<file path="src/sbr_pkg.sv">
// Shared types, constants and helper functions of the bell resonator synthesiser.
package sbr_pkg;

    // Fixed sizes.
    localparam int NUM_RES        = 5;
    localparam int COS_TABLE_BITS = 10;
    localparam int OUT_WIDTH      = 24;
    localparam int TDATA_W        = ((OUT_WIDTH + 7) / 8) * 8;
    localparam int PH_SHIFT       = 16 - COS_TABLE_BITS;

    // Arithmetic constants.
    localparam logic [22:0] ENERGY_ONE      = 23'h400000;
    localparam logic [12:0] TENTH_Q16       = 13'd6554;
    localparam logic [15:0] SOUND_DECAY_Q16 = 16'd63570;
    localparam logic [16:0] TWO_R_Q16       = 17'd129761;
    localparam logic [22:0] R_SQ_Q22        = 23'd4110837;
    localparam logic [30:0] LCG_MUL         = 31'd1103515245;
    localparam logic [31:0] LCG_ADD         = 32'd12345;
    localparam logic [31:0] PRNG_SEED       = 32'd12345;
    localparam logic [28:0] POLY_A          = 29'd331168970;
    localparam logic [28:0] POLY_B          = 29'd68093890;
    localparam logic [28:0] POLY_C          = 29'd5600498;
    localparam logic [28:0] POLY_D          = 29'd246762;
    localparam logic [15:0] PH_MASK         = ~((16'd1 << PH_SHIFT) - 16'd1);
    localparam logic signed [32:0] OUT_MAX  = (33'sd1 <<< (OUT_WIDTH - 1)) - 33'sd1;
    localparam logic signed [32:0] OUT_MIN  = -(33'sd1 <<< (OUT_WIDTH - 1));

    // Register indexes of the configuration port.
    localparam logic [3:0] CFG_THRESHOLD = 4'd0;
    localparam logic [3:0] CFG_GAIN      = 4'd1;
    localparam logic [3:0] CFG_DECAY     = 4'd2;
    localparam logic [3:0] CFG_STEP0     = 4'd3;
    localparam logic [3:0] CFG_STEP1     = 4'd4;
    localparam logic [3:0] CFG_STEP2     = 4'd5;
    localparam logic [3:0] CFG_STEP3     = 4'd6;
    localparam logic [3:0] CFG_STEP4     = 4'd7;

    // Datapath operations, each one multiply followed by a write-back.
    typedef enum logic [4:0] {
        OP_SHAKE, OP_DECAY, OP_DRAW_EV, OP_GAIN, OP_JDRAW, OP_JIT1, OP_JIT2,
        OP_SQ, OP_P1, OP_P2, OP_P3, OP_P4, OP_COEF, OP_NDRAW, OP_XMUL,
        OP_SDECAY, OP_BR, OP_CP, OP_RP
    } op_t;

    typedef enum logic [1:0] {ST_IDLE, ST_MUL, ST_WB, ST_OUT} state_t;

    typedef struct packed {
        op_t        op;
        logic [2:0] k;
        logic       mul;
        logic       wb;
        logic       init;
        logic       take;
        logic       load_out;
    } cmd_t;

    typedef struct packed {
        logic event_hit;
        logic out_busy;
    } status_t;

    // Centre phase steps after reset.
    function automatic logic [14:0] reset_step(input logic [2:0] k);
        logic [14:0] v;
        unique case (k)
            3'd0:    v = 15'd3715;
            3'd1:    v = 15'd7876;
            3'd2:    v = 15'd9660;
            3'd3:    v = 15'd12334;
            default: v = 15'd14564;
        endcase
        return v;
    endfunction

    // Excitation gain of each resonator branch, Q16.
    function automatic logic [16:0] branch_gain(input logic [2:0] k);
        logic [16:0] v;
        unique case (k)
            3'd0, 3'd1, 3'd2: v = 17'd65536;
            3'd3:             v = 17'd32768;
            default:          v = 17'd19661;
        endcase
        return v;
    endfunction

    // Jitter depth, Q16: wide for the first resonator, narrow for the rest.
    function automatic logic [11:0] jit_gain(input logic [2:0] k);
        return (k == 3'd0) ? 12'd3277 : 12'd1966;
    endfunction

    // Saturate to signed 32 bits.
    function automatic logic signed [31:0] sat32(input logic signed [35:0] v);
        logic signed [31:0] r;
        if (v > 36'sh07FFFFFFF)       r = 32'sh7FFFFFFF;
        else if (v < -36'sh080000000) r = 32'sh80000000;
        else                          r = v[31:0];
        return r;
    endfunction

endpackage

</file>
<file path="src/sbr_ctrl.sv">
// Sequencer that steps the shared multiplier datapath through one sample tick.
module sbr_ctrl (
    input  logic             aclk,
    input  logic             aresetn,
    input  logic             s_tvalid,
    output logic             s_tready,
    input  sbr_pkg::status_t status,
    output sbr_pkg::cmd_t    cmd
);

    sbr_pkg::state_t state_reg, state_next;
    sbr_pkg::op_t    op_reg, op_next;
    logic [2:0]      k_reg, k_next;
    logic            init_reg, init_next;

    // After reset the coefficient pass runs first, starting at the phase step.
    always_ff @(posedge aclk) begin
        if (!aresetn) begin
            state_reg <= sbr_pkg::ST_MUL;
            op_reg    <= sbr_pkg::OP_JIT2;
            k_reg     <= 3'd0;
            init_reg  <= 1'b1;
        end else begin
            state_reg <= state_next;
            op_reg    <= op_next;
            k_reg     <= k_next;
            init_reg  <= init_next;
        end
    end

    // Next state and next operation.
    always_comb begin
        state_next = state_reg;
        op_next    = op_reg;
        k_next     = k_reg;
        init_next  = init_reg;
        unique case (state_reg)
            sbr_pkg::ST_IDLE: begin
                if (s_tvalid) begin
                    state_next = sbr_pkg::ST_MUL;
                    op_next    = sbr_pkg::OP_SHAKE;
                    k_next     = 3'd0;
                end
            end
            sbr_pkg::ST_MUL: state_next = sbr_pkg::ST_WB;
            sbr_pkg::ST_WB: begin
                state_next = sbr_pkg::ST_MUL;
                unique case (op_reg)
                    sbr_pkg::OP_SHAKE:  op_next = sbr_pkg::OP_DECAY;
                    sbr_pkg::OP_DECAY:  op_next = sbr_pkg::OP_DRAW_EV;
                    sbr_pkg::OP_DRAW_EV: begin
                        op_next = status.event_hit ? sbr_pkg::OP_GAIN : sbr_pkg::OP_NDRAW;
                    end
                    sbr_pkg::OP_GAIN: begin
                        op_next = sbr_pkg::OP_JDRAW;
                        k_next  = 3'd0;
                    end
                    sbr_pkg::OP_JDRAW:  op_next = sbr_pkg::OP_JIT1;
                    sbr_pkg::OP_JIT1:   op_next = sbr_pkg::OP_JIT2;
                    sbr_pkg::OP_JIT2:   op_next = sbr_pkg::OP_SQ;
                    sbr_pkg::OP_SQ:     op_next = sbr_pkg::OP_P1;
                    sbr_pkg::OP_P1:     op_next = sbr_pkg::OP_P2;
                    sbr_pkg::OP_P2:     op_next = sbr_pkg::OP_P3;
                    sbr_pkg::OP_P3:     op_next = sbr_pkg::OP_P4;
                    sbr_pkg::OP_P4:     op_next = sbr_pkg::OP_COEF;
                    sbr_pkg::OP_COEF: begin
                        if (k_reg == 3'(sbr_pkg::NUM_RES - 1)) begin
                            k_next = 3'd0;
                            if (init_reg) begin
                                state_next = sbr_pkg::ST_IDLE;
                                init_next  = 1'b0;
                            end else begin
                                op_next = sbr_pkg::OP_NDRAW;
                            end
                        end else begin
                            k_next  = k_reg + 3'd1;
                            op_next = init_reg ? sbr_pkg::OP_JIT2 : sbr_pkg::OP_JDRAW;
                        end
                    end
                    sbr_pkg::OP_NDRAW:  op_next = sbr_pkg::OP_XMUL;
                    sbr_pkg::OP_XMUL:   op_next = sbr_pkg::OP_SDECAY;
                    sbr_pkg::OP_SDECAY: begin
                        op_next = sbr_pkg::OP_BR;
                        k_next  = 3'd0;
                    end
                    sbr_pkg::OP_BR:     op_next = sbr_pkg::OP_CP;
                    sbr_pkg::OP_CP:     op_next = sbr_pkg::OP_RP;
                    sbr_pkg::OP_RP: begin
                        if (k_reg == 3'(sbr_pkg::NUM_RES - 1)) begin
                            state_next = sbr_pkg::ST_OUT;
                        end else begin
                            k_next  = k_reg + 3'd1;
                            op_next = sbr_pkg::OP_BR;
                        end
                    end
                    default: state_next = sbr_pkg::ST_IDLE;
                endcase
            end
            sbr_pkg::ST_OUT: begin
                if (!status.out_busy) state_next = sbr_pkg::ST_IDLE;
            end
            default: state_next = sbr_pkg::ST_IDLE;
        endcase
    end

    // Commands to the datapath.
    always_comb begin
        cmd.op       = op_reg;
        cmd.k        = k_reg;
        cmd.init     = init_reg;
        cmd.mul      = 1'b0;
        cmd.wb       = 1'b0;
        cmd.take     = 1'b0;
        cmd.load_out = 1'b0;
        s_tready     = 1'b0;
        unique case (state_reg)
            sbr_pkg::ST_IDLE: begin
                s_tready = 1'b1;
                cmd.take = s_tvalid;
            end
            sbr_pkg::ST_MUL: cmd.mul = 1'b1;
            sbr_pkg::ST_WB:  cmd.wb  = 1'b1;
            sbr_pkg::ST_OUT: cmd.load_out = !status.out_busy;
            default: ;
        endcase
    end

endmodule

</file>
<file path="config.mk">
export PLATFORM = sky130hd
export DESIGN_NAME = sbr_ctrl
export DESIGN_NICKNAME = d
export VERILOG_FILES = /design/src/sbr_pkg.sv /design/src/sbr_ctrl.sv
export SDC_FILE = /design/constraint.sdc
export NUM_CORES = 1
export LEC_CHECK = 0
export CAP_MARGIN = 20
export CORE_UTILIZATION = 45
export DETAILED_ROUTE_END_ITERATION = 10
export DONT_BUFFER_PORTS = 1
export SLEW_MARGIN = 20
export SYNTH_ARGS = -nofsm -noshare
export SYNTH_HDL_FRONTEND = slang
export SYNTH_SLANG_ARGS = --single-unit
export TNS_END_PERCENT = 10
</file>
<file path="constraint.sdc">
create_clock -name aclk -period 2.56 [get_ports aclk]
set_input_delay 0.384 -clock aclk [delete_from_list [all_inputs] [get_ports aclk]]
set_output_delay 0.384 -clock aclk [all_outputs]
set_load 0.05 [all_outputs]
</file>
==> results by stage, run 1 <==
Outcome:
- The run finished with clean final reports.

Clock tree:
- The number of sinks driven by the clock tree is 11.
- The count of H-tree levels built during CTS is 1.
- Buffers added to address setup during post-CTS repair amount to 0.
- The clock passes through at most 2 buffers.
- The clock-pin slew of the registers on the worst-case setup and hold paths is 70 ps.
- Buffers inserted to repair hold after CTS numbered 0.
- The clock root buffer master is clkbuf_4.
- The clock latency of the later-clocked register in the worst-skew pair is 270 ps.
- TritonCTS built the clock tree.
- The post-cts resize count is 0.
- The number of buffers created by CTS is 3.

Global routing:
- Entering global routing, the biggest net connects 16 pins.
- The global router's overall resource usage is 22.0%.
- The first-pass GRT wire length is 3320 um.
- Global routing finished with a remaining overflow of 0.
- The number of antenna violations at the first check in global routing is 0.
- The number of global-route vias before repair came to 773.

Drt:
- The number of remaining DRC errors is 0.
- After the first detailed-routing iteration, the DRC count stood at 40.
- Dividing the detail-routed wire length by the instance count gives 14.3 um.
- For this block, the routed nets add up to 2080 um of wire.
- The via count is 874.
- Once detail routing completed, the nets flagged for antenna violations numbered 0.
- For this run, the detailed router's first-pass iteration total came to 4.
- After detailed routing, the number of vias per cell comes to 5.99.

Timing:
- For this run, the top clock speed supported by timing is 495 MHz.
- The setup violation total in the final timing report is 0.
- Measured against its own limit, the worst slew margin works out to 41.1%.
- The final worst slack is 541 ps.
- The measured slew at the worst slew-check pin is 880 ps.
- The final critical path time including I/O delays and setup is 2020 ps.
- In the final timing run, aggregate negative setup slack is 0 ps.
- Final hold analysis gives a worst-case slack of 177 ps.
- The part of the cycle the worst path needs is 78.9%.
- The number of max-slew violations in the final report is 0.
- Setup repair after global routing left no endpoint under its margin.
- The number of hold-slack violations in the final timing report came to 0.
- Clock skew on the completed layout was measured at 3.03 ps.

Synth:
- The async set-reset flop share out of synthesis is 0%.
- The synthesized netlist contains 45 unique library cells.
- The largest area contributor in the synthesized netlist is dfxtp_1.
- Dividing the synthesized area by the synthesized cell count gives 7.61 um2.
- The synthesized design contains 0 enable-type register cells.
- The main flop type after synthesis is dfxtp_1.
- The sequential cell area fraction in the yosys report is 25.6%.
- The number of nets produced by synthesis is 120.
- The Yosys step of the flow raised 0 warnings.
- Synthesis produced a netlist whose cell count is 113.
- The area fraction of the dominant cell type after synthesis is 25.6%.
- By area the synthesized netlist is led by dfxtp_1 (26%), o21ai_0 (6.4%), nor2_1 (5.2%).
- The cell area that synthesis handed to floorplanning was 860 um2.
- In this run, synthesis produced a sequential element count of 11.

Setup path:
- For the worst setup path, the data arrival time is 2170 ps.
- The maximum net fanout on the critical path is 8.
- The terminus of the critical flop-to-flop path is op_reg[1].
- STA puts the critical path data required time at 2720 ps.
- Tracing the worst setup path back leads to its startpoint at op_reg[3].
- The type of the setup path with the least slack is flop to flop.
- The worst setup path is launched from a flop.
- Across all register-to-register paths, the minimum setup slack is 540 ps.
- The worst setup path is captured at a flop.
- The startpoint of the most critical register-to-register path is op_reg[3].
- Following the worst setup path forward leads to its endpoint at op_reg[1].
- The number of cells on the worst reg-to-reg path is 5.

Layout:
- At the end of the flow the core is filled with cells to 54.0%.
- The number of filler instances in the final layout is 190.
- At the end of the flow, the number of nets in the layout was 129.
- The flip-flop count of the largest register after layout is 5.
- The filler-free cell count of the finished design is 146.
- The post-route standard cell area excluding fillers is 952 um2.
- The number of antenna diodes is 0.
- The ratio of cells with drive above 1 in the final layout is 17.4%.
- Relative to the synthesized area, the layout overhead comes to 10.8%.

Worst hold path:
- The tightest min-delay check is of the input pin to flop type.

Placed design:
- The final RePlAce weighted congestion is 0.965.
- At the placement stage, the worst setup path has a slack of 575 ps.
- The count of port buffers added during placement is 0.
- Including well taps, the total number of placed cells is 142.
- The HPWL after detailed placement is 1580 um.
- The placed standard-cell area is 926 um2.

Floorplan:
- The die outline width is 45.7 um.
- After floorplanning, the core was sized to cover 1760 um2.
- The vertical extent of the die is 45.7 um.
- After floorplanning, the core was divided into 15 placement rows.
- The top-level I/O count is 19.
- The die covers 2090 um2.
- For this configuration, the core starts out at a cell density of 48.7%.

Pwr:
- The leakage dissipation is 0.325 nW.
- The post-route total power is 0.431 mW.
- The power per unit of standard cell area is 453 nW/um2.
- VDD sags by at most 0.368 mV.

Job:
- The tool flagged a number of max-cap violations equal to 0.
[synth_stat cells, types with 2 or more instances]
cell type / count
o21ai_1: 2
nand2_1: 11
o21ai_0: 11
buf_6: 2
inv_1: 8
dfxtp_1: 11
buf_2: 2
and2_1: 4
nor2_1: 12
nand3_1: 3
a221o_1: 3
clkbuf_1: 2
a32o_1: 2
nand4b_1: 2
a21oi_1: 5
ha_1: 2
nor3_1: 3
[critical path, stage by stage, from the launching register on]
cell     delay, ps
dfxtp_1        740
or2_1          310
o21ai_1        120
o211a_1        200
and2_1         200
a221o_1        320
[cell type report]
type	instances	area [um2]	share of cell area, %
clock buffer	4	26.3	2.76
inverter	9	33.8	3.55
multi-input combinational	86	558	58.6
sequential	11	220	23.1
tap	25	31.3	3.29
timing repair buffer	11	82.6	8.67
[cell usage in the layout (no fill, tap or decap), types with 2 or more instances in the layout]
cell,synthesis,routed
a32o_1,2,2
o21ai_1,2,2
and2_1,4,4
nand3_1,3,3
nor3_1,3,3
a221o_1,3,3
o21ai_0,11,11
inv_1,8,8
clkbuf_4,0,3
ha_1,2,2
nand4b_1,2,2
dfxtp_1,11,11
nor2_1,12,12
buf_4,1,11
nand2_1,11,11
a21oi_1,5,5
[logic make-up after synthesis]
| group | after synthesis | synth area share [%] |
|---|---|---|
| simple gates | 44 | 27.2 |
| xor+xnor | 1 | 1.02 |
| compound gates | 38 | 32.6 |
| flops | 11 | 25.6 |
| buf+inv | 16 | 9.46 |
| mux | 1 | 1.16 |
| fa+ha+maj | 2 | 2.91 |
[power by group]
part           total [mW]  internal, mW  switching [mW]
registers           0.192         0.178          0.0138
clock network       0.118        0.0603          0.0579
logic               0.121        0.0373          0.0832
[worst min path at each step]
stage | start | to | slack, ps | cells past startpoint
after CTS | aresetn | init_reg | 170 | 1
after global placement | aresetn | init_reg | 450 | 1
final | aresetn | init_reg | 180 | 1
after floorplan | init_reg | init_reg | 480 | 2
after detailed placement | aresetn | init_reg | 450 | 1
after global routing | aresetn | init_reg | 170 | 1
[metal layers]
layer,track usage [%],part of all wire [%],up-vias
li1,-,-,429
met1,31.4,48,415
met2,32.0,46,28
met3,6.75,5.8,2
met4,5.29,0.48,0
met5,0,0,-
Note: power is estimated with default switching activity, not from simulation.
==> inputs of run 2 (changes only) <==
Clock period 2.56 ns to 1.9 ns, I/O delays scaled along.
==> results by stage, run 2 (synthesis gave the netlist of run 1 again) <==
Outcome:
- The flow ran to the end, and the final reports show no timing, DRC or antenna violations.

Drt:
- The vias per cell is 5.80 (-3.0%).
- The length of the first detailed-routing pass in iterations is 4 (unchanged).
- The total length of routed wires came to 2180 um (+4.7%).
- The number of DRC violations after detailed-routing iteration 0 was 30 (-25%).
- The number of nets still failing antenna checks after routing is 0 (unchanged).
- The via count is 888 (+1.6%).
- The number of remaining DRC errors is 0 (unchanged).
- The wire length per cell after detailed routing is 14.2 um (-0.13%).

Pwr:
- The sequential share of power came to 42.5% (-2.1 points).
- The internal power component is 0.386 mW (+40%).
- The power per unit of standard cell area is 583 nW/um2 (+29%).
- The switching power came to 0.214 mW (+38%).
- The leakage dissipation is 0.364 nW (+12%).
- The clock share of power came to 26.6% (-0.8 points).
- The switching portion of total power is 35.7% (-0.23 points).
- The share of total power in combinational logic is 30.9% (+2.9 points).
- The largest vdd supply drop is 0.373 mV (+1.3%).
- The post-route total power came to 0.600 mW (+39%).

Timing:
- Setup repair after global routing left no endpoint under its margin.
- The worst hold margin is 80.2 ps (-97.3 ps).
- The part of the cycle the worst path needs is 91.8%.
- The maximum clock skew at final layout is 1.83 ps (-1.20 ps).
- The relative slew slack is 60.8% (+20 points).
- The final worst slack was 155 ps (-386 ps).
- The setup violation total in the final timing report came to 0 (unchanged).
- Derived from the worst setup path, the maximum achievable clock frequency is 573 MHz.
- The number of hold-slack violations in the final timing report is 0 (unchanged).
- For the finished layout, the period the worst path requires is 1740 ps.
- The measured slew at the worst slew-check pin is 581 ps (-299 ps).
- The number of max-slew violations in the final report is 0 (unchanged).

Placed design:
- The final RePlAce weighted congestion is 0.886 (-8.1%).
- The placed cell count is 149 (+4.9%).
- The count of port buffers added during placement is 0 (unchanged).
- The half-perimeter wire length after placement is 1720 um (+8.4%).
- The post-placement setup slack is 204 ps (-371 ps).

Floorplan:
- The vertical extent of the die was 45.7 um (unchanged).
- The area of the die is 2090 um2 (unchanged).
- The top-level I/O count is 19 (unchanged).
- The die outline width is 45.7 um (unchanged).
- The number of core rows is 15 (unchanged).
- The area of the placeable core is 1760 um2 (unchanged).
- The initial core utilization was 48.7% (unchanged).

Global routing:
- The number of antenna violations at the first check in global routing is 0 (unchanged).
- The first-pass GRT wire length is 3520 um (+6.1%).
- The global router's overall resource usage is 23.0% (+0.98 points).
- The pin count of the biggest net entering global routing is 11 (-5).
- The number of global-route vias before repair was 788 (+1.9%).
- The remaining global-route overflow is 0 (unchanged).

Clock tree:
- The clock latency of the later-clocked register in the worst-skew pair is 260 ps (about the same).
- The number of buffers created by CTS is 3 (unchanged).
- The number of sinks driven by the clock tree was 11 (unchanged).
- The hold buffer count at cts is 0 (unchanged).
- The clock-pin slew of the registers on the worst-case setup and hold paths was 70 ps (about the same).
- The post-cts resize count is 0 (unchanged).
- The tree is rooted in a clkbuf_4.
- The count of H-tree levels built during CTS came to 1 (unchanged).
- The clock tree from TritonCTS is done.
- The number of setup buffers added after CTS came to 0 (unchanged).
- The largest buffer count on any clock path is 2 (unchanged).

Setup path:
- Walking the worst path, the cells encountered are inv_1 > nand2_1 > clkinv_1 > nor2_4 > buf_12.
- The number of buffer and inverter stages on the critical path is 3 (+3).
- The highest cell delay on the worst timing path came to 380 ps (-360 ps).
- STA classifies the critical path endpoint as an output port.
- The worst setup path is of the flop to output port kind.
- The startpoint of the most critical register-to-register path is op_reg[4].
- The signal arrival time at the worst endpoint is 1460 ps (-710 ps).
- The number of cells on the critical path came to 5 (unchanged).
- Among all stages on the critical path, the largest delay is contributed by dfxtp_1.
- The endpoint required time on the critical path is 1620 ps (-1100 ps).
- The number of cells on the worst reg-to-reg path is 4 (-1).
- The launching element of the worst setup path is state_reg[0].
- The destination of the critical timing path is cmd[1].
- The critical path startpoint category is a flop.
- The terminus of the critical flop-to-flop path is op_reg[1].
- The maximum net fanout on the critical path is 8 (unchanged).
- The setup slack on the worst flop-to-flop path is 160 ps (-390 ps).
- Among cell families on the critical path, the largest total delay comes from buffers and inverters.

Layout:
- The library cell used most frequently in the layout, excluding fill and tap cells, is buf_4.
- The number of antenna diodes was 0 (unchanged).
- The ratio of cells with drive above 1 in the final layout is 25.0% (+7.6 points).
- The filler-free cell count of the finished design is 153 (+4.8%).
- In the layout the commonest cells are buf_4 (17), nand2_1 (11), nor2_1 (11), o21ai_0 (11).
- The final net count came to 136 (+5.4%).
- The post-synthesis to final-layout area growth is 19.7%.
- The flip-flop count of the largest register after layout is 5 (unchanged).

Job:
- The count of max-cap constraint violations came to 0 (unchanged).

Worst hold path:
- The min-delay analysis places its worst path in the category input pin to flop.
[run 2: cell count changes in the layout (fill, tap and decap cells not counted), sizes merged]
cell	previous run	this run
buf	11	18
[run 2: worst min-delay path by stage]
stage          startpoint        to  slack, ps  depth (start not counted)
6_report          aresetn  init_reg         80                          1
5_1_grt           aresetn  init_reg         60                          1
4_1_cts           aresetn  init_reg         80                          1
3_5_place_dp      aresetn  init_reg        350                          1
3_3_place_gp      aresetn  init_reg        350                          1
2_1_floorplan    init_reg  init_reg        480                          2
[run 2: worst register-to-register path, stage by stage, from the launching register on]
cell and delay, ps:
dfxtp_1 460, and4bb_2 290, and2_1 220, a221o_1 370
a221o_1 300
[run 2: final cells by class]
class                   count  area (um2)
fillers                   175         736
multi-input cells          86         566
flip-flops and latches     11         224
repair buffers             18         148
inverters                   9        33.8
well taps                  25        31.3
clock buffers               4        26.3
[run 2: per-layer routing]
layer  track usage (%)  wire, um
met1              33.3      1040
met4              4.12        16
met5                 0         0
met3              6.35       146
met2              34.0       977
[run 2: power groups by stage]
stage | combinational (mW) | clock (mW) | sequential, mW
2_1_floorplan | 0.127 | 0 | 0.275
4_1_cts | 0.184 | 0.162 | 0.254
3_3_place_gp | 0.184 | 0 | 0.259
3_5_place_dp | 0.184 | 0 | 0.260
6_report | 0.185 | 0.160 | 0.255
5_1_grt | 0.201 | 0.178 | 0.256
[run 2: stage by stage]
stage | area (um2) | util, % | TNS, ps
2_1_floorplan | 871 | - | -3.78
3_3_place_gp | 1000 | 56.8 | 0
3_5_place_dp | 1000 | 56.8 | 0
4_1_cts | 1030 | 58.3 | 0
5_1_grt | 1030 | 58.3 | 0
6_report | 1030 | 58.3 | 0
==> inputs of run 3 (changes only) <==
--- a/config.mk
+++ b/config.mk
@@ -9,2 +9,3 @@
 export CORE_UTILIZATION = 45
+export CTS_CLUSTER_SIZE = 24
 export DETAILED_ROUTE_END_ITERATION = 10
==> constraint.sdc (replaced) <==
create_clock -name aclk -period 1.9 [get_ports aclk]
set_input_delay 0.38 -clock aclk [delete_from_list [all_inputs] [get_ports aclk]]
set_output_delay 0.38 -clock aclk [all_outputs]
set_load 0.05 [all_outputs]
==> results by stage, run 3 (synthesis gave the netlist of run 1 again) <==
Clock tree:
- The count of H-tree levels built during CTS is 1 (unchanged).
- The hold buffer count at cts came to 0 (unchanged).
- The clock-pin slew of the registers on the worst-case setup and hold paths is 80 ps (about the same).
- The clock tree from TritonCTS is done.
- The number of buffers created by CTS came to 3 (unchanged).
- The clock root buffer master is clkbuf_4.
- The largest buffer count on any clock path is 2 (unchanged).
- The clock latency of the later-clocked register in the worst-skew pair is 260 ps (about the same).
- The number of sinks driven by the clock tree is 11 (unchanged).

Floorplan:
- The area of the placeable core was 1760 um2 (unchanged).
- The number of core rows is 15 (unchanged).
- The area of the die is 2090 um2 (unchanged).
- The die outline width is 45.7 um (unchanged).
- The top-level I/O count was 19 (unchanged).
- The vertical extent of the die is 45.7 um (unchanged).
- The initial core utilization is 48.7% (unchanged).

Pwr:
- The switching portion of total power is 35.8% (+0.088 points).
- The clock share of power is 26.7% (about the same).
- The switching power is 0.217 mW (+1.2%).
- The leakage dissipation came to 0.372 nW (+2.3%).
- The largest vdd supply drop was 0.379 mV (+1.7%).
- The internal power component is 0.389 mW (+0.83%).
- The power per unit of standard cell area is 578 nW/um2 (-0.84%).
- The share of total power in combinational logic came to 31.3% (+0.4 points).
- The post-route total power is 0.606 mW (+0.97%).
- The sequential share of power is 42.0% (-0.5 points).

Drt:
- The via count was 924 (+4.1%).
- The total length of routed wires is 2190 um (+0.73%).
- The length of the first detailed-routing pass in iterations was 4 (unchanged).
- The number of remaining DRC errors is 0 (unchanged).
- The number of nets still failing antenna checks after routing is 0 (unchanged).
- The vias per cell is 5.96 (+2.7%).
- The number of DRC violations after detailed-routing iteration 0 came to 42 (+40%).
- The wire length per cell after detailed routing is 14.2 um (-0.57%).

Layout:
- The filler-free cell count of the finished design is 155 (+1.3%).
- The ratio of cells with drive above 1 in the final layout is 26.9% (+1.9 points).
- The post-route standard cell area excluding fillers was 1050 um2 (+1.8%).
- The number of antenna diodes is 0 (unchanged).
- Relative to the synthesized area, the layout overhead comes to 21.8%.
- The final net count is 138 (+1.5%).
- The post-layout utilization of the core came to 59.4% (+1.1 points).
- The flip-flop count of the largest register after layout is 5 (unchanged).
- The library cell used most frequently in the layout, excluding fill and tap cells, is buf_4.
- Leaving out fill and tap cells, the most frequent cells in the layout are buf_4 (19), nand2_1 (11), nor2_1 (11), o21ai_0 (11).

Setup path:
- The element type at the critical path end is an output port.
- The worst setup path is of the flop to output port kind.
- Traced cell by cell, the critical path runs through inv_1 > nand2_1 > clkinvlp_4 > nor2_4 > buf_12.
- The standard cell with the maximum stage delay on the critical path is dfxtp_1.
- The family with the most delay on the worst path is buffers and inverters.
- The endpoint required time on the critical path is 1520 ps (-100 ps).
- The worst setup path is launched from a flop.
- The highest cell delay on the worst timing path is 380 ps (about the same).
- The maximum net fanout on the critical path is 6 (-2).
- The signal arrival time at the worst endpoint came to 1380 ps (-80 ps).
- The number of buffer and inverter stages on the critical path is 3 (unchanged).

Placed design:
- The placed standard-cell area is 1000 um2 (unchanged).
- The post-placement setup slack was 204 ps (unchanged).
- The placed cell count was 149 (unchanged).
- The half-perimeter wire length after placement is 1720 um (unchanged).
- The count of port buffers added during placement was 0 (unchanged).
- The final RePlAce weighted congestion came to 0.886 (unchanged).

Timing:
- The final worst slack is 136 ps (-19.2 ps).
- The setup violation total in the final timing report was 0 (unchanged).
- The number of max-slew violations in the final report is 0 (unchanged).
- Setup repair after global routing left no endpoint under its margin.
- The final critical path time including I/O delays and setup is 1760 ps (+19.2 ps).
- The relative slew slack is 60.8% (about the same).
- The number of hold-slack violations in the final timing report was 0 (unchanged).
- The maximum clock skew at final layout is 3.75 ps (+1.92 ps).
- The measured slew at the worst slew-check pin was 582 ps (+0.378 ps).
- The maximum operating frequency is 567 MHz (-1.1%).
- The final total negative setup slack is 0 ps (unchanged).
- The worst hold margin was 173 ps (+92.8 ps).
- The part of the cycle the worst path needs is 92.8% (+1.0 points).

Global routing:
- The number of antenna violations at the first check in global routing came to 0 (unchanged).
- The number of global-route vias before repair is 788 (unchanged).
- The remaining global-route overflow is 0 (unchanged).
- The global router's overall resource usage is 23.0% (unchanged).
- The pin count of the biggest net entering global routing is 11 (unchanged).
- The first-pass GRT wire length was 3520 um (unchanged).

Job:
- The count of max-cap constraint violations is 0 (unchanged).

Outcome:
- The run finished with clean final reports.

Worst hold path:
- The class of the tightest hold or removal check is input pin to flop.
## run 3: per-layer routing
metal  routed length (um)  track usage (%)
met1                 1020             33.3
met5                    0                0
met2                  986             34.0
met3                  168             6.35
met4                   16             4.12
## run 3: final cells by class
cell class | instances | area (um2)
timing repair buffer | 20 | 163
inverter | 9 | 37.5
clock buffer | 4 | 26.3
tap | 25 | 31.3
sequential | 11 | 224
multi-input combinational | 86 | 566
fill | 170 | 717
## run 3: final timing paths
kind         slack (ps)  cells past startpoint    startpoint   endpoint
max                 140                      5  state_reg[0]     cmd[1]
min                 170                      1       aresetn   init_reg
max reg2reg         150                      4     op_reg[4]  op_reg[1]
min reg2reg         530                      2      init_reg   init_reg
## run 3: power groups by stage
stage,Clock (mW),Sequential [mW],Combinational [mW]
4_1_cts,0.162,0.254,0.184
5_1_grt,0.178,0.256,0.205
6_report,0.161,0.255,0.190
3_5_place_dp,0,0.260,0.184
3_3_place_gp,0,0.259,0.184
2_1_floorplan,0,0.275,0.127
## run 3: what timing repair did
action                     CTS  global route
resized for setup            0             1
setup buffers                0             2
setup endpoints to repair    0             1
## run 3: worst register-to-register path: stages (launching register included)
cell and delay (ps):
dfxtp_1 450, and4bb_2 290, and2_1 220, a221o_1 370, a221o_1 300
